`src/rtl/ebml_pkg.sv`:
```
package ebml_pkg;

  localparam int unsigned ValueW = 56;
  localparam int unsigned LenW   = 4;
  localparam int unsigned LeftW  = 3;

  typedef enum logic [1:0] {
    ST_OK        = 2'd0,
    ST_NO_MARKER = 2'd1,
    ST_EARLY_END = 2'd2
  } status_t;

  typedef enum logic {
    KIND_ID   = 1'b0,
    KIND_SIZE = 1'b1
  } kind_t;

endpackage

```
`src/rtl/ebml_in_if.sv`:
```
interface ebml_in_if;
  logic       valid;
  logic       ready;
  logic       mode;
  logic [7:0] data_byte;
  logic       data_end;

  modport source (output valid, mode, data_byte, data_end, input ready);
  modport sink   (input valid, mode, data_byte, data_end, output ready);
endinterface

```
`src/rtl/ebml_out_if.sv`:
```
interface ebml_out_if;
  logic                          valid;
  logic                          ready;
  logic [ebml_pkg::ValueW-1:0]   number_value;
  logic [ebml_pkg::LenW-1:0]     byte_length;
  logic                          size_unknown;
  ebml_pkg::status_t             status;

  modport source (output valid, number_value, byte_length, size_unknown, status,
                  input ready);
  modport sink   (input valid, number_value, byte_length, size_unknown, status,
                  output ready);
endinterface

```
`src/rtl/ebml_element_header_parser.sv`:
```
// channel   | dir | payload                                            | handshake
// ----------+-----+----------------------------------------------------+-------------
// in_word   | in  | mode, data_byte, data_end                          | valid/ready
// out_word  | out | number_value, byte_length, size_unknown, status    | valid/ready
//
// one byte a cycle while in_word.ready is high: each accepted word is decoded in
// the cycle it arrives and any result lands in the output register on the same edge
// a word gives at most one result word; the output register is the only buffer
// in_word.ready falls only while a result waits and out_word.ready is low
// rst_n is synchronous, active low: decoder returns to idle, output register empty
module ebml_element_header_parser (
  input  logic       clk,
  input  logic       rst_n,
  ebml_in_if.sink    in_word,
  ebml_out_if.source out_word
);
  import ebml_pkg::*;

  // decoder state, updated on every accepted word
  kind_t             kind_r,     kind_nxt;
  logic [LeftW-1:0]  left_r,     left_nxt;
  logic [LenW-1:0]   total_r,    total_nxt;
  logic [ValueW-1:0] acc_r,      acc_nxt;
  logic              ones_r,     ones_nxt;

  // output register
  logic              out_valid_r, out_valid_nxt;
  logic [ValueW-1:0] out_value_r, out_value_nxt;
  logic [LenW-1:0]   out_len_r,   out_len_nxt;
  logic              out_unk_r,   out_unk_nxt;
  status_t           out_st_r,    out_st_nxt;

  logic              accept;
  logic [LenW-1:0]   first_len;
  logic [7:0]        vmask;
  logic [7:0]        masked;

  // take a new word whenever the output register is free or being emptied
  assign in_word.ready = !out_valid_r || out_word.ready;
  assign accept        = in_word.valid && in_word.ready;

  // length from the first byte's leading marker bit, 0 if none (ids use bits 7..4 only)
  always_comb begin
    first_len = '0;
    if (in_word.data_byte[7])      first_len = LenW'(1);
    else if (in_word.data_byte[6]) first_len = LenW'(2);
    else if (in_word.data_byte[5]) first_len = LenW'(3);
    else if (in_word.data_byte[4]) first_len = LenW'(4);
    else if (in_word.mode == KIND_SIZE) begin
      if (in_word.data_byte[3])      first_len = LenW'(5);
      else if (in_word.data_byte[2]) first_len = LenW'(6);
      else if (in_word.data_byte[1]) first_len = LenW'(7);
      else if (in_word.data_byte[0]) first_len = LenW'(8);
    end
    vmask  = 8'hFF >> first_len;
    masked = in_word.data_byte & vmask;
  end

  always_comb begin
    kind_nxt      = kind_r;
    left_nxt      = left_r;
    total_nxt     = total_r;
    acc_nxt       = acc_r;
    ones_nxt      = ones_r;
    out_valid_nxt = out_valid_r && !out_word.ready;
    out_value_nxt = out_value_r;
    out_len_nxt   = out_len_r;
    out_unk_nxt   = out_unk_r;
    out_st_nxt    = out_st_r;

    if (accept) begin
      if (left_r == '0) begin
        // first byte of a number
        if (first_len == '0) begin
          out_valid_nxt = 1'b1;
          out_value_nxt = '0;
          out_len_nxt   = '0;
          out_unk_nxt   = 1'b0;
          out_st_nxt    = ST_NO_MARKER;
        end else if (first_len == LenW'(1)) begin
          // single byte number completes at once
          out_valid_nxt = 1'b1;
          out_len_nxt   = first_len;
          out_st_nxt    = ST_OK;
          if (in_word.mode == KIND_ID) begin
            out_value_nxt = ValueW'(in_word.data_byte);
            out_unk_nxt   = 1'b0;
          end else begin
            out_value_nxt = ValueW'(masked);
            out_unk_nxt   = (masked == vmask);
          end
        end else if (in_word.data_end) begin
          out_valid_nxt = 1'b1;
          out_value_nxt = '0;
          out_len_nxt   = '0;
          out_unk_nxt   = 1'b0;
          out_st_nxt    = ST_EARLY_END;
        end else begin
          kind_nxt  = kind_t'(in_word.mode);
          total_nxt = first_len;
          left_nxt  = LeftW'(first_len - LenW'(1));
          if (in_word.mode == KIND_ID) begin
            acc_nxt  = ValueW'(in_word.data_byte);
            ones_nxt = 1'b0;
          end else begin
            acc_nxt  = ValueW'(masked);
            ones_nxt = (masked == vmask);
          end
        end
      end else begin
        // continuation byte: shift in and count down
        if (left_r == LeftW'(1)) begin
          out_valid_nxt = 1'b1;
          out_value_nxt = {acc_r[ValueW-9:0], in_word.data_byte};
          out_len_nxt   = total_r;
          out_unk_nxt   = (kind_r == KIND_SIZE) && ones_r && (in_word.data_byte == 8'hFF);
          out_st_nxt    = ST_OK;
          left_nxt      = '0;
        end else if (in_word.data_end) begin
          out_valid_nxt = 1'b1;
          out_value_nxt = '0;
          out_len_nxt   = '0;
          out_unk_nxt   = 1'b0;
          out_st_nxt    = ST_EARLY_END;
          left_nxt      = '0;
        end else begin
          acc_nxt  = {acc_r[ValueW-9:0], in_word.data_byte};
          ones_nxt = ones_r && (in_word.data_byte == 8'hFF);
          left_nxt = left_r - LeftW'(1);
        end
      end
    end
  end

  always_ff @(posedge clk) begin
    if (!rst_n) begin
      kind_r      <= KIND_ID;
      left_r      <= '0;
      total_r     <= '0;
      acc_r       <= '0;
      ones_r      <= 1'b1;
      out_valid_r <= 1'b0;
    end else begin
      kind_r      <= kind_nxt;
      left_r      <= left_nxt;
      total_r     <= total_nxt;
      acc_r       <= acc_nxt;
      ones_r      <= ones_nxt;
      out_valid_r <= out_valid_nxt;
    end
  end

  // result payload needs no reset
  always_ff @(posedge clk) begin
    out_value_r <= out_value_nxt;
    out_len_r   <= out_len_nxt;
    out_unk_r   <= out_unk_nxt;
    out_st_r    <= out_st_nxt;
  end

  assign out_word.valid        = out_valid_r;
  assign out_word.number_value = out_value_r;
  assign out_word.byte_length  = out_len_r;
  assign out_word.size_unknown = out_unk_r;
  assign out_word.status       = out_st_r;

  // error results carry no number
  a_err_zero: assert property (@(posedge clk) disable iff (!rst_n)
    out_valid_r && (out_st_r != ST_OK) |-> (out_value_r == '0) && (out_len_r == '0) && !out_unk_r)
    else $error("error result with non-zero payload");

  // good results have a length of one to eight
  a_ok_len: assert property (@(posedge clk) disable iff (!rst_n)
    out_valid_r && (out_st_r == ST_OK) |-> (out_len_r != '0) && (out_len_r <= LenW'(8)))
    else $error("good result with bad length");

  // mid-number the bytes still due are fewer than the total
  a_left_total: assert property (@(posedge clk) disable iff (!rst_n)
    (left_r != '0) |-> (LenW'(left_r) < total_r))
    else $error("bytes left not below total length");

  // a zero first byte of a size always reports a missing marker
  a_zero_size: assert property (@(posedge clk) disable iff (!rst_n)
    accept && (left_r == '0) && (in_word.mode == KIND_SIZE) && (in_word.data_byte == 8'h00)
    |=> out_valid_r && (out_st_r == ST_NO_MARKER))
    else $error("zero size byte not flagged");

endmodule

```
`src/flat_wrapper.sv`:
```
// flat-port wrapper written by rule: the top's interface ports become plain ports
module ebml_element_header_parser_flat import ebml_pkg::*;
  (clk, rst_n, in_word_valid, in_word_mode, in_word_data_byte, in_word_data_end, in_word_ready, out_word_valid, out_word_number_value, out_word_byte_length, out_word_size_unknown, out_word_status, out_word_ready);
  ebml_in_if in_word_i ();
  ebml_out_if out_word_i ();
  input  logic clk;
  input  logic rst_n;
  input wire logic [$bits(in_word_i.valid)-1:0] in_word_valid;
  input wire logic [$bits(in_word_i.mode)-1:0] in_word_mode;
  input wire logic [$bits(in_word_i.data_byte)-1:0] in_word_data_byte;
  input wire logic [$bits(in_word_i.data_end)-1:0] in_word_data_end;
  output wire logic [$bits(in_word_i.ready)-1:0] in_word_ready;
  output wire logic [$bits(out_word_i.valid)-1:0] out_word_valid;
  output wire logic [$bits(out_word_i.number_value)-1:0] out_word_number_value;
  output wire logic [$bits(out_word_i.byte_length)-1:0] out_word_byte_length;
  output wire logic [$bits(out_word_i.size_unknown)-1:0] out_word_size_unknown;
  output wire logic [$bits(out_word_i.status)-1:0] out_word_status;
  input wire logic [$bits(out_word_i.ready)-1:0] out_word_ready;
  assign in_word_i.valid = in_word_valid;
  assign in_word_i.mode = in_word_mode;
  assign in_word_i.data_byte = in_word_data_byte;
  assign in_word_i.data_end = in_word_data_end;
  assign in_word_ready = in_word_i.ready;
  assign out_word_valid = out_word_i.valid;
  assign out_word_number_value = out_word_i.number_value;
  assign out_word_byte_length = out_word_i.byte_length;
  assign out_word_size_unknown = out_word_i.size_unknown;
  assign out_word_status = out_word_i.status;
  assign out_word_i.ready = out_word_ready;
  ebml_element_header_parser u_core (.clk(clk), .rst_n(rst_n), .in_word(in_word_i), .out_word(out_word_i));
endmodule
```
`config.mk`:
```
export PLATFORM = sky130hd
export DESIGN_NAME = ebml_element_header_parser_flat
export DESIGN_NICKNAME = d
export VERILOG_FILES = /design/src/rtl/ebml_pkg.sv /design/src/rtl/ebml_in_if.sv /design/src/rtl/ebml_out_if.sv /design/src/rtl/ebml_element_header_parser.sv /design/src/flat_wrapper.sv
export SDC_FILE = /design/constraint.sdc
export NUM_CORES = 1
export LEC_CHECK = 0
export BUFFER_PORTS_ARGS = -buffer_cell sky130_fd_sc_hd__buf_2
export CAP_MARGIN = 10
export CORE_MARGIN = 3
export CORE_UTILIZATION = 39
export DETAILED_ROUTE_END_ITERATION = 12
export PLACE_DENSITY = 0.62
export SYNTH_ARGS = -nofsm -noshare
export SYNTH_HDL_FRONTEND = slang
export SYNTH_SLANG_ARGS = --single-unit
```
`constraint.sdc`:
```
create_clock -name clk -period 5.4 [get_ports clk]
set_clock_uncertainty 0.15 [all_clocks]
set_input_delay 0.81 -clock clk [delete_from_list [all_inputs] [get_ports clk]]
set_output_delay 0.81 -clock clk [all_outputs]
set_load 0.005 [all_outputs]
```
==> results.toml, run 1 <==
[setup_path]
cp_max_fo = 27
timing_worst_setup_path_type = "input port to flip-flop"
cp-start-kind = "input port"
r2r_start = "u_core.left_r[0]$_SDFFE_PN0P_"
crit_path_end_kind = "flip-flop"
crit_start = "in_word_mode"
arrival_ns = 4.26
required_ns = 5.52

[placement]
post-dp-hpwl_microns = 9059
globalplace.congestion = 0.8965
dpl.cell_count = 678
portBuffers = 78

[sta]
fmax_mhz = 241.7
finalHoldViolCount = 0
slew_violations = 0
tns_ns = 0
fin_crit_sh_pct = 76.62
worst_pin_slew_ns = 1.021
rsz0062_at_grt = "no"
slew_headroom_pct = 31.78
fin_crit_ns = 4.138
setup_viol = 0

[run]
maxCapViolations = 0

[drt]
viasPerCell = 5.656
antenna_left = 0
drt_pass1_iterations = 5
route.vias.total = 4016
drt-total-wl_microns = 13520
drc = 0
drtIter0Drc = 428
wl_per_cell_microns = 19.04

[yosys]
syn_area_per_cell_sq_um = 11.35
synth_top_flop_cell = "edfxtp_1"
syn-num-nets = 483
synthMuxAreaShare_pct = 0.7635
synthDistinctLibCells = 53
ys_ff_latch = 121
ys_seq_area_share_pct = 58.22
yosys.area_share.simple_pct = 10.36
synth_edf_count = 63
async_reset_ff_share_pct = 0
synth_xor_xnor_area_share_pct = 0
synth_top_family_by_area = "compound AO/OA/AOI/OAI gates"
synthesis.area_sq_um = 5244
syn_inst = 462
synth-compound-area-share_pct = 24.67
ys_warn_count = 0
synth_adder_area_share_pct = 1.670

[cts]
clockBufferDepth = 2
cts_tree = "yes"
ctsHoldBuffers = 0
clk_pin_slew_ns = 0.06
htreeDepth = 4
clkLatencyLatePin_ns = 0.42
clock-root-buffer = "clkbuf_16"
cts_num_sinks = 121
cts_setup_buffers = 0
cts_buffers = 17
cts_resized = 0

[floorplan]
die_x_microns = 122.0
dieArea_sq_um = 14870
start_util_pct = 40.72
io_pins = 79
die_h_microns = 122.0
core-area_sq_um = 12880
num_rows = 41

[hold_path]
worst_hold_startpoint = "u_core.acc_r[3]$_SDFFE_PN0P_"
hold_class = "flip-flop to flip-flop"

[status]
outcome = "finished clean"

[global_route]
globalRouteOverflowTotal = 0
grt_pass1_vias = 3936
grt_start_max_net_pins = 57
grt_util_all_layers_pct = 18.81
grt_pass1_wl_microns = 21450
antenna_found_initial = 0

[layout]
fillers = 1164
n_antenna_cell = 0
area_delta_synth_final_pct = 20.57
drive_gt1_share_pct = 23.42
finalCoreUtilization_pct = 49.10
nNetsFinal = 546
layout.cells.non_filler = 710

[power_and_ir_drop]
peakVddDrop_mv = 0.2687
p_per_area_nw_per_um2 = 422.4
total_leakage_power_uw = 0.002426
-- metrics by stage --
stage	setup WS (ns)	area, sq um	power [uW]	hold WS [ns]
6_report	1.262	6322	2671	0.3409
4_1_cts	1.306	6322	2690	0.3432
5_1_grt	0.8905	6322	2783	0.3562
3_3_place_gp	0.9735	5722	1543	0.3318
2_1_floorplan	1.328	5244	1404	0.2948
3_5_place_dp	0.8752	5722	1546	0.3314
-- worst max-delay path: stages --
cell,delay [ns]
buf_2,0.21
inv_1,0.06
o41ai_1,0.78
inv_1,0.19
ha_1,0.34
or2_1,0.33
and2_1,0.23
a2111o_2,0.68
buf_4,0.31
a22oi_1,0.22
nor2_1,0.07
-- routing by layer --
layer / routed length, microns / global-route usage (%) / part of all wire [%] / up-vias
met5: 0 / 0 / 0 / -
met2: 6268 / 28.00 / 46 / 119
met1: 6440 / 26.41 / 48 / 1982
met4: 131 / 7.283 / 0.97 / 0
met3: 681 / 4.782 / 5.0 / 8
li1: - / - / - / 1907
-- report_power, final --
part | switching [uW] | total [uW] | leakage, uW | internal (uW)
clock network | 442 | 1140 | 0.000290 | 701
logic | 277 | 421 | 0.00103 | 144
registers | 43.8 | 1110 | 0.00111 | 1060
-- sequential cells by signal (all words and copies together), names as in the netlist --
name and count:
u_core.total_r 4, u_core.out_word.number_value 56, u_core.out_word.status 2, u_core.acc_r 48
u_core.kind_r 1, u_core.left_r 3, u_core.out_word.valid 1, u_core.out_word.byte_length 4
u_core.out_word.size_unknown 1, u_core.ones_r 1
-- kinds of logic (layout without fill, tap and decap cells) --
logic type                 Yosys count  after routing
DFF                                121            121
and+or+nand+nor                    116            116
muxes                                4              4
AOI/OAI and AO/OA                  164            164
adders and majority gates            7              7
buffers and inverters               50            126
-- layout make-up --
| cell class | instances | area, sq um | area share (%) |
|---|---|---|---|
| Inverter | 10 | 37.54 | 0.5937 |
| Timing Repair Buffer | 84 | 435.4 | 6.887 |
| Sequential cell | 121 | 3053 | 48.29 |
| Clock buffer | 18 | 439.2 | 6.946 |
| Multi-Input combinational cell | 291 | 1981 | 31.33 |
| Clock inverter | 14 | 161.4 | 2.553 |
| Tap cell | 172 | 215.2 | 3.404 |
-- synth_stat cells (all sizes together) (4+ instances only) --
cell type / n / area (sq um)
a211oi: 4 / 35.03
a21oi: 19 / 95.09
a22o: 54 / 473.0
a22oi: 42 / 315.3
buf: 11 / 80.07
clkbuf: 29 / 108.9
dfxtp: 58 / 1161
edfxtp: 63 / 1892
ha: 7 / 87.58
inv: 10 / 37.54
mux2i: 4 / 40.04
nand2: 24 / 90.09
nand2b: 6 / 37.54
nand3: 7 / 35.03
nor2: 54 / 202.7
nor3: 5 / 36.29
o211ai: 10 / 75.07
o21a: 4 / 30.03
o21ai: 8 / 40.03
or3: 5 / 31.28
-- cell usage in the layout, fill, tap and decap left out, drive strengths merged, types with 6 or more instances in the layout --
| master | count |
|---|---|
| buf | 84 |
| edfxtp | 63 |
| dfxtp | 58 |
| nor2 | 54 |
| a22o | 54 |
| a22oi | 42 |
| nand2 | 24 |
| a21oi | 19 |
| clkbuf | 18 |
| inv | 15 |
| o211ai | 10 |
| o21ai | 8 |
| nand3 | 7 |
| ha | 7 |
| nand2b | 6 |
-- final timing paths --
check,slack [ns],end,cells after the start
max,1.26,u_core.acc_r[43]$_SDFFE_PN0P_,11
min,0.34,u_core.acc_r[3]$_SDFFE_PN0P_,2
max reg2reg,2.28,u_core.acc_r[43]$_SDFFE_PN0P_,8
min reg2reg,0.34,u_core.acc_r[3]$_SDFFE_PN0P_,2
Note: power is estimated with default switching activity, not from simulation.
==> inputs of run 2 (changes only) <==
==> constraint.sdc (replaced) <==
create_clock -name clk -period 3.9 [get_ports clk]
set_clock_uncertainty 0.15 [all_clocks]
set_input_delay 0.585 -clock clk [delete_from_list [all_inputs] [get_ports clk]]
set_output_delay 0.585 -clock clk [all_outputs]
set_load 0.005 [all_outputs]
==> run 2 against run 1 <==
Sequential power up 38%. Worst hold slack worse by 0.044 ns. Global-route usage down 0.38 points. Combinational power up 43%. Critical path type unchanged. Largest cell class unchanged.
==> results.toml, run 2 (synthesized netlist as in run 1, its figures left out) <==
[drt]
drt-total-wl_microns = 13200
drtIter0Drc = 363
drc = 0
antenna_left = 0
wl_per_cell_microns = 18.33
route.vias.total = 4065
viasPerCell = 5.646
drt_pass1_iterations = 6

[cts]
cts_setup_buffers = 0
cts_buffers = 17
cts_resized = 0
clk_pin_slew_ns = 0.06
clockBufferDepth = 2
htreeDepth = 4
clock-root-buffer = "clkbuf_16"
cts_tree = "yes"
ctsHoldBuffers = 0
cts_num_sinks = 121
clkLatencyLatePin_ns = 0.41

[placement]
post-dp-hpwl_microns = 8795
portBuffers = 78
globalplace.congestion = 0.9186

[hold_path]
hold_class = "input port to flip-flop"

[layout]
drive_gt1_share_pct = 24.64
n_antenna_cell = 0
fillers = 1139
area_delta_synth_final_pct = 22.29
largest_register_ffs = 56
final_cell_mix = "78 x buf_2, 63 x edfxtp_1, 58 x dfxtp_1"
final_common_cell = "buf_2"
finalCoreUtilization_pct = 49.80
nNetsFinal = 556

[global_route]
grt_start_max_net_pins = 57
globalRouteOverflowTotal = 0
grt_use_met2_pct = 27.07
busiest_layer = "met2"
grtUsageMet1_pct = 25.73
grt_util_all_layers_pct = 18.42
grt_pass1_vias = 3916
grt_pass1_wl_microns = 21210
antenna_found_initial = 0
grtUsageMet3_pct = 5.153

[sta]
slew_violations = 0
rsz0062_at_grt = "no"
fin_crit_ns = 3.519
fin_crit_sh_pct = 90.24
worst_pin_slew_ns = 0.8942
finalHoldViolCount = 0
setup_viol = 0
tns_ns = 0
fmax_mhz = 284.1
slew_headroom_pct = 39.61

[floorplan]
core-area_sq_um = 12880
num_rows = 41
die_h_microns = 122.0
dieArea_sq_um = 14870
io_pins = 79
start_util_pct = 40.72
die_x_microns = 122.0

[setup_path]
required_ns = 4.02
cp_cell_sequence = "buf_2 > inv_1 > o41ai_1 > inv_1 > ha_1 > or2_1 > and2_1 > a2111o_2 > buf_12 > a22oi_1 > nor2_1"
crit_cells = 11
critPathSlowestCell = "o41ai_1"
r2r_start = "u_core.left_r[0]$_SDFFE_PN0P_"
arrival_ns = 3.63
timing_worst_setup_path_type = "input port to flip-flop"
cp-start-kind = "input port"
crit_end = "u_core.acc_r[41]$_SDFFE_PN0P_"
cp_common_cell = "inv_1"
crit_start = "in_word_mode"
crit_path_end_kind = "flip-flop"
worst-r2r-cell-count = 8
r2r_setup_slack_ns = 1.13
cp_max_fo = 37
critPathMaxStageDelay_ns = 0.83
crit_family = "compound AO/OA/AOI/OAI gates"
worst-path-buf-inv = 4
worstReg2RegEnd = "u_core.acc_r[41]$_SDFFE_PN0P_"

[run]
maxCapViolations = 0

[power_and_ir_drop]
p_per_area_nw_per_um2 = 575.8
total_power_uw = 3692
peakVddDrop_mv = 0.3830
total_leakage_power_uw = 0.002481

[status]
outcome = "finished clean"
## run 2: cell count changes in the layout (fill, tap and decap cells not counted), sizes merged
| cell | previous run | this run |
|---|---|---|
| buf | 84 | 94 |
| clkinv | 5 | 3 |
| inv | 15 | 17 |
## run 2: worst min-delay path by stage
stage	from	to	slack [ns]	depth (start not counted)
floorplan	u_core.acc_r[2]$_SDFFE_PN0P_	u_core.acc_r[2]$_SDFFE_PN0P_	0.29	2
detailed placement	u_core.acc_r[1]$_SDFFE_PN0P_	u_core.acc_r[1]$_SDFFE_PN0P_	0.32	2
global route	rst_n	u_core.left_r[2]$_SDFFE_PN0P_	0.30	2
finish	in_word_valid	u_core.out_word.valid$_SDFF_PN0_	0.30	3
CTS	in_word_valid	u_core.out_word.valid$_SDFF_PN0_	0.29	3
global placement	u_core.total_r[1]$_SDFFE_PN0P_	u_core.total_r[1]$_SDFFE_PN0P_	0.33	2
## run 2: per-stage QoR
step | instance area (sq um) | hold slack (ns) | worst slack (ns) | instances
floorplan | 5244 | 0.2948 | 0.05265 | 462
global placement | 5822 | 0.3285 | 0.1451 | 688
detailed placement | 5822 | 0.3216 | 0.05097 | 688
CTS | 6412 | 0.2859 | 0.3958 | 720
global route | 6412 | 0.3048 | 0.1617 | 720
finish | 6412 | 0.2967 | 0.3805 | 720
## run 2: power by group
group	switching, uW	internal, uW
registers	60.0	1470
logic	384	220
clock network	601	956
total	1050	2650
## run 2: per-layer routing
metal / wire (microns) / vias to the layer above
met1: 6337 / 1982
met2: 5917 / 144
met5: 0 / -
met4: 214 / 0
met3: 732 / 17
li1: - / 1922
## run 2: final cells by class
cell class / instances / area, sq um / share of cell area, %
sequential: 121 / 3053 / 47.61
multi-input combinational: 291 / 1981 / 30.89
timing repair buffer: 94 / 535.5 / 8.351
clock buffer: 18 / 429.2 / 6.693
tap: 172 / 215.2 / 3.356
clock inverter: 14 / 161.4 / 2.517
inverter: 10 / 37.54 / 0.5854
## run 2: tightest hold or removal path, cell delays in order
cell and delay [ns]:
buf_2 0.10, nand2b_1 0.06, a21oi_1 0.06
==> inputs of run 3 (changes only) <==
--- a/config.mk
+++ b/config.mk
@@ -8,9 +8,9 @@
 export BUFFER_PORTS_ARGS = -buffer_cell sky130_fd_sc_hd__buf_2
 export CAP_MARGIN = 10
 export CORE_MARGIN = 3
-export CORE_UTILIZATION = 39
+export CORE_UTILIZATION = 57
 export DETAILED_ROUTE_END_ITERATION = 12
-export PLACE_DENSITY = 0.62
+export PLACE_DENSITY = 0.84
 export SYNTH_ARGS = -nofsm -noshare
 export SYNTH_HDL_FRONTEND = slang
 export SYNTH_SLANG_ARGS = --single-unit
==> run 3 against run 2 <==
Combinational power about the same. Clock power about the same. Via count grew 3.1%. Global-route usage up 7.3 points. Critical path depth stayed put. Non-clock buffer count is the same. Critical endpoint is now u_core.acc_r[16]$_SDFFE_PN0P_. Highest routed layer unchanged.
==> results.toml, run 3 (synthesized netlist as in run 1, its figures left out) <==
[drt]
wl_per_cell_microns = 19.88
drt_pass1_iterations = 5
drc = 0
drt-total-wl_microns = 13040
route.vias.total = 4191
viasPerCell = 6.389
drtIter0Drc = 319
antenna_left = 0

[setup_path]
cp_common_cell = "inv_1"
timing_worst_setup_path_type = "input port to flip-flop"
worst-path-buf-inv = 4
cp_cell_sequence = "buf_2 > inv_1 > o41ai_1 > inv_1 > ha_1 > or2_1 > and2_1 > a2111o_2 > buf_4 > a22oi_1 > nor2_1"
crit_family = "compound AO/OA/AOI/OAI gates"
crit_path_end_kind = "flip-flop"
critPathSlowestCell = "o41ai_1"
crit_cells = 11
cp_max_fo = 12
required_ns = 4.12
arrival_ns = 3.67
cp-start-kind = "input port"
worst-r2r-cell-count = 8
critPathMaxStageDelay_ns = 0.79

[global_route]
grt_start_max_net_pins = 57
grt_pass1_vias = 3944
grt_pass1_wl_microns = 20510
globalRouteOverflowTotal = 0
antenna_found_initial = 0
grt_util_all_layers_pct = 25.73

[sta]
worst_pin_slew_ns = 0.8346
fmax_mhz = 290.0
fin_crit_sh_pct = 88.42
setup_viol = 0
finalHoldViolCount = 0
rsz0062_at_grt = "no"
whs_ns = 0.1949
fin_crit_ns = 3.448
slew_violations = 0
tns_ns = 0
slew_headroom_pct = 43.63

[floorplan]
start_util_pct = 59.26
core-area_sq_um = 8848
dieArea_sq_um = 10390
io_pins = 79
die_x_microns = 101.9
die_h_microns = 101.9
num_rows = 34

[cts]
htreeDepth = 4
clockBufferDepth = 2
clkLatencyLatePin_ns = 0.50
cts_tree = "yes"
cts_resized = 0
clock-root-buffer = "clkbuf_8"
cts_buffers = 17
cts_setup_buffers = 0
ctsHoldBuffers = 0
clk_pin_slew_ns = 0.06
cts_num_sinks = 121

[layout]
area_delta_synth_final_pct = 21.05
final_area_sq_um = 6347
finalCoreUtilization_pct = 71.73
final_common_cell = "buf_2"
largest_register_ffs = 56
nNetsFinal = 556
drive_gt1_share_pct = 24.64
n_antenna_cell = 0
final_cell_mix = "78 x buf_2, 63 x edfxtp_1, 58 x dfxtp_1"

[power_and_ir_drop]
p_per_area_nw_per_um2 = 586.7
total_leakage_power_uw = 0.002483
total_power_uw = 3724
peakVddDrop_mv = 0.3452

[placement]
portBuffers = 78
place_area_sq_um = 5742
globalplace.congestion = 0.9538
post-dp-hpwl_microns = 8488

[run]
maxCapViolations = 0

[hold_path]
hold_class = "input port to flip-flop"
min_delay_path_depth = 3

[status]
outcome = "finished clean"
run 3: cell types whose count changed in the layout (fill, tap and decap cells not counted):
cell        before  now
clkinv_4         2    0
bufinv_16        2    3
clkbuf_16       17   16
clkbuf_8         0    1
clkinv_2         1    0
clkinvlp_4       2    3
inv_8            1    2
run 3: area by class of cell:
type	count	area (sq um)
Sequential cell	121	3053
Fill cell	578	2501
Multi-Input combinational cell	291	1981
Timing Repair Buffer	94	535.5
Clock buffer	18	417.9
Clock inverter	14	187.7
Tap cell	108	135.1
Inverter	10	37.54
run 3: path summary, 6_finish.rpt:
kind	from	end	slack, ns
max	in_word_mode	u_core.acc_r[16]$_SDFFE_PN0P_	0.45
min	in_word_valid	u_core.out_word.valid$_SDFF_PN0_	0.19
max reg2reg	u_core.left_r[0]$_SDFFE_PN0P_	u_core.acc_r[16]$_SDFFE_PN0P_	1.07
min reg2reg	u_core.acc_r[7]$_SDFFE_PN0P_	u_core.acc_r[7]$_SDFFE_PN0P_	0.33
run 3: through the flow:
stage	std cells	worst slack, ns
after CTS	656	0.5939
final	656	0.4516
after global routing	656	0.4226
after detailed placement	624	0.1213
after floorplan	462	0.05265
after global placement	624	0.2154
run 3: worst min-delay path: cells and delay by family:
family / cells / cell delay, ns
simple gates: 1 / 0.06
compound gates: 1 / 0.05
buf+inv: 1 / 0.10
run 3: report_power, final:
part           internal (uW)  switching (uW)  leakage [uW]
logic                    223             383       0.00109
clock network            993             595      0.000288
registers               1470            59.6       0.00111
run 3: routing by layer:
| layer | share of wire [%] | GRT usage (%) |
|---|---|---|
| met5 | 0 | 0 |
| met4 | 2.0 | 9.687 |
| met1 | 42 | 34.93 |
| met2 | 48 | 40.34 |
| met3 | 8.0 | 6.280 |
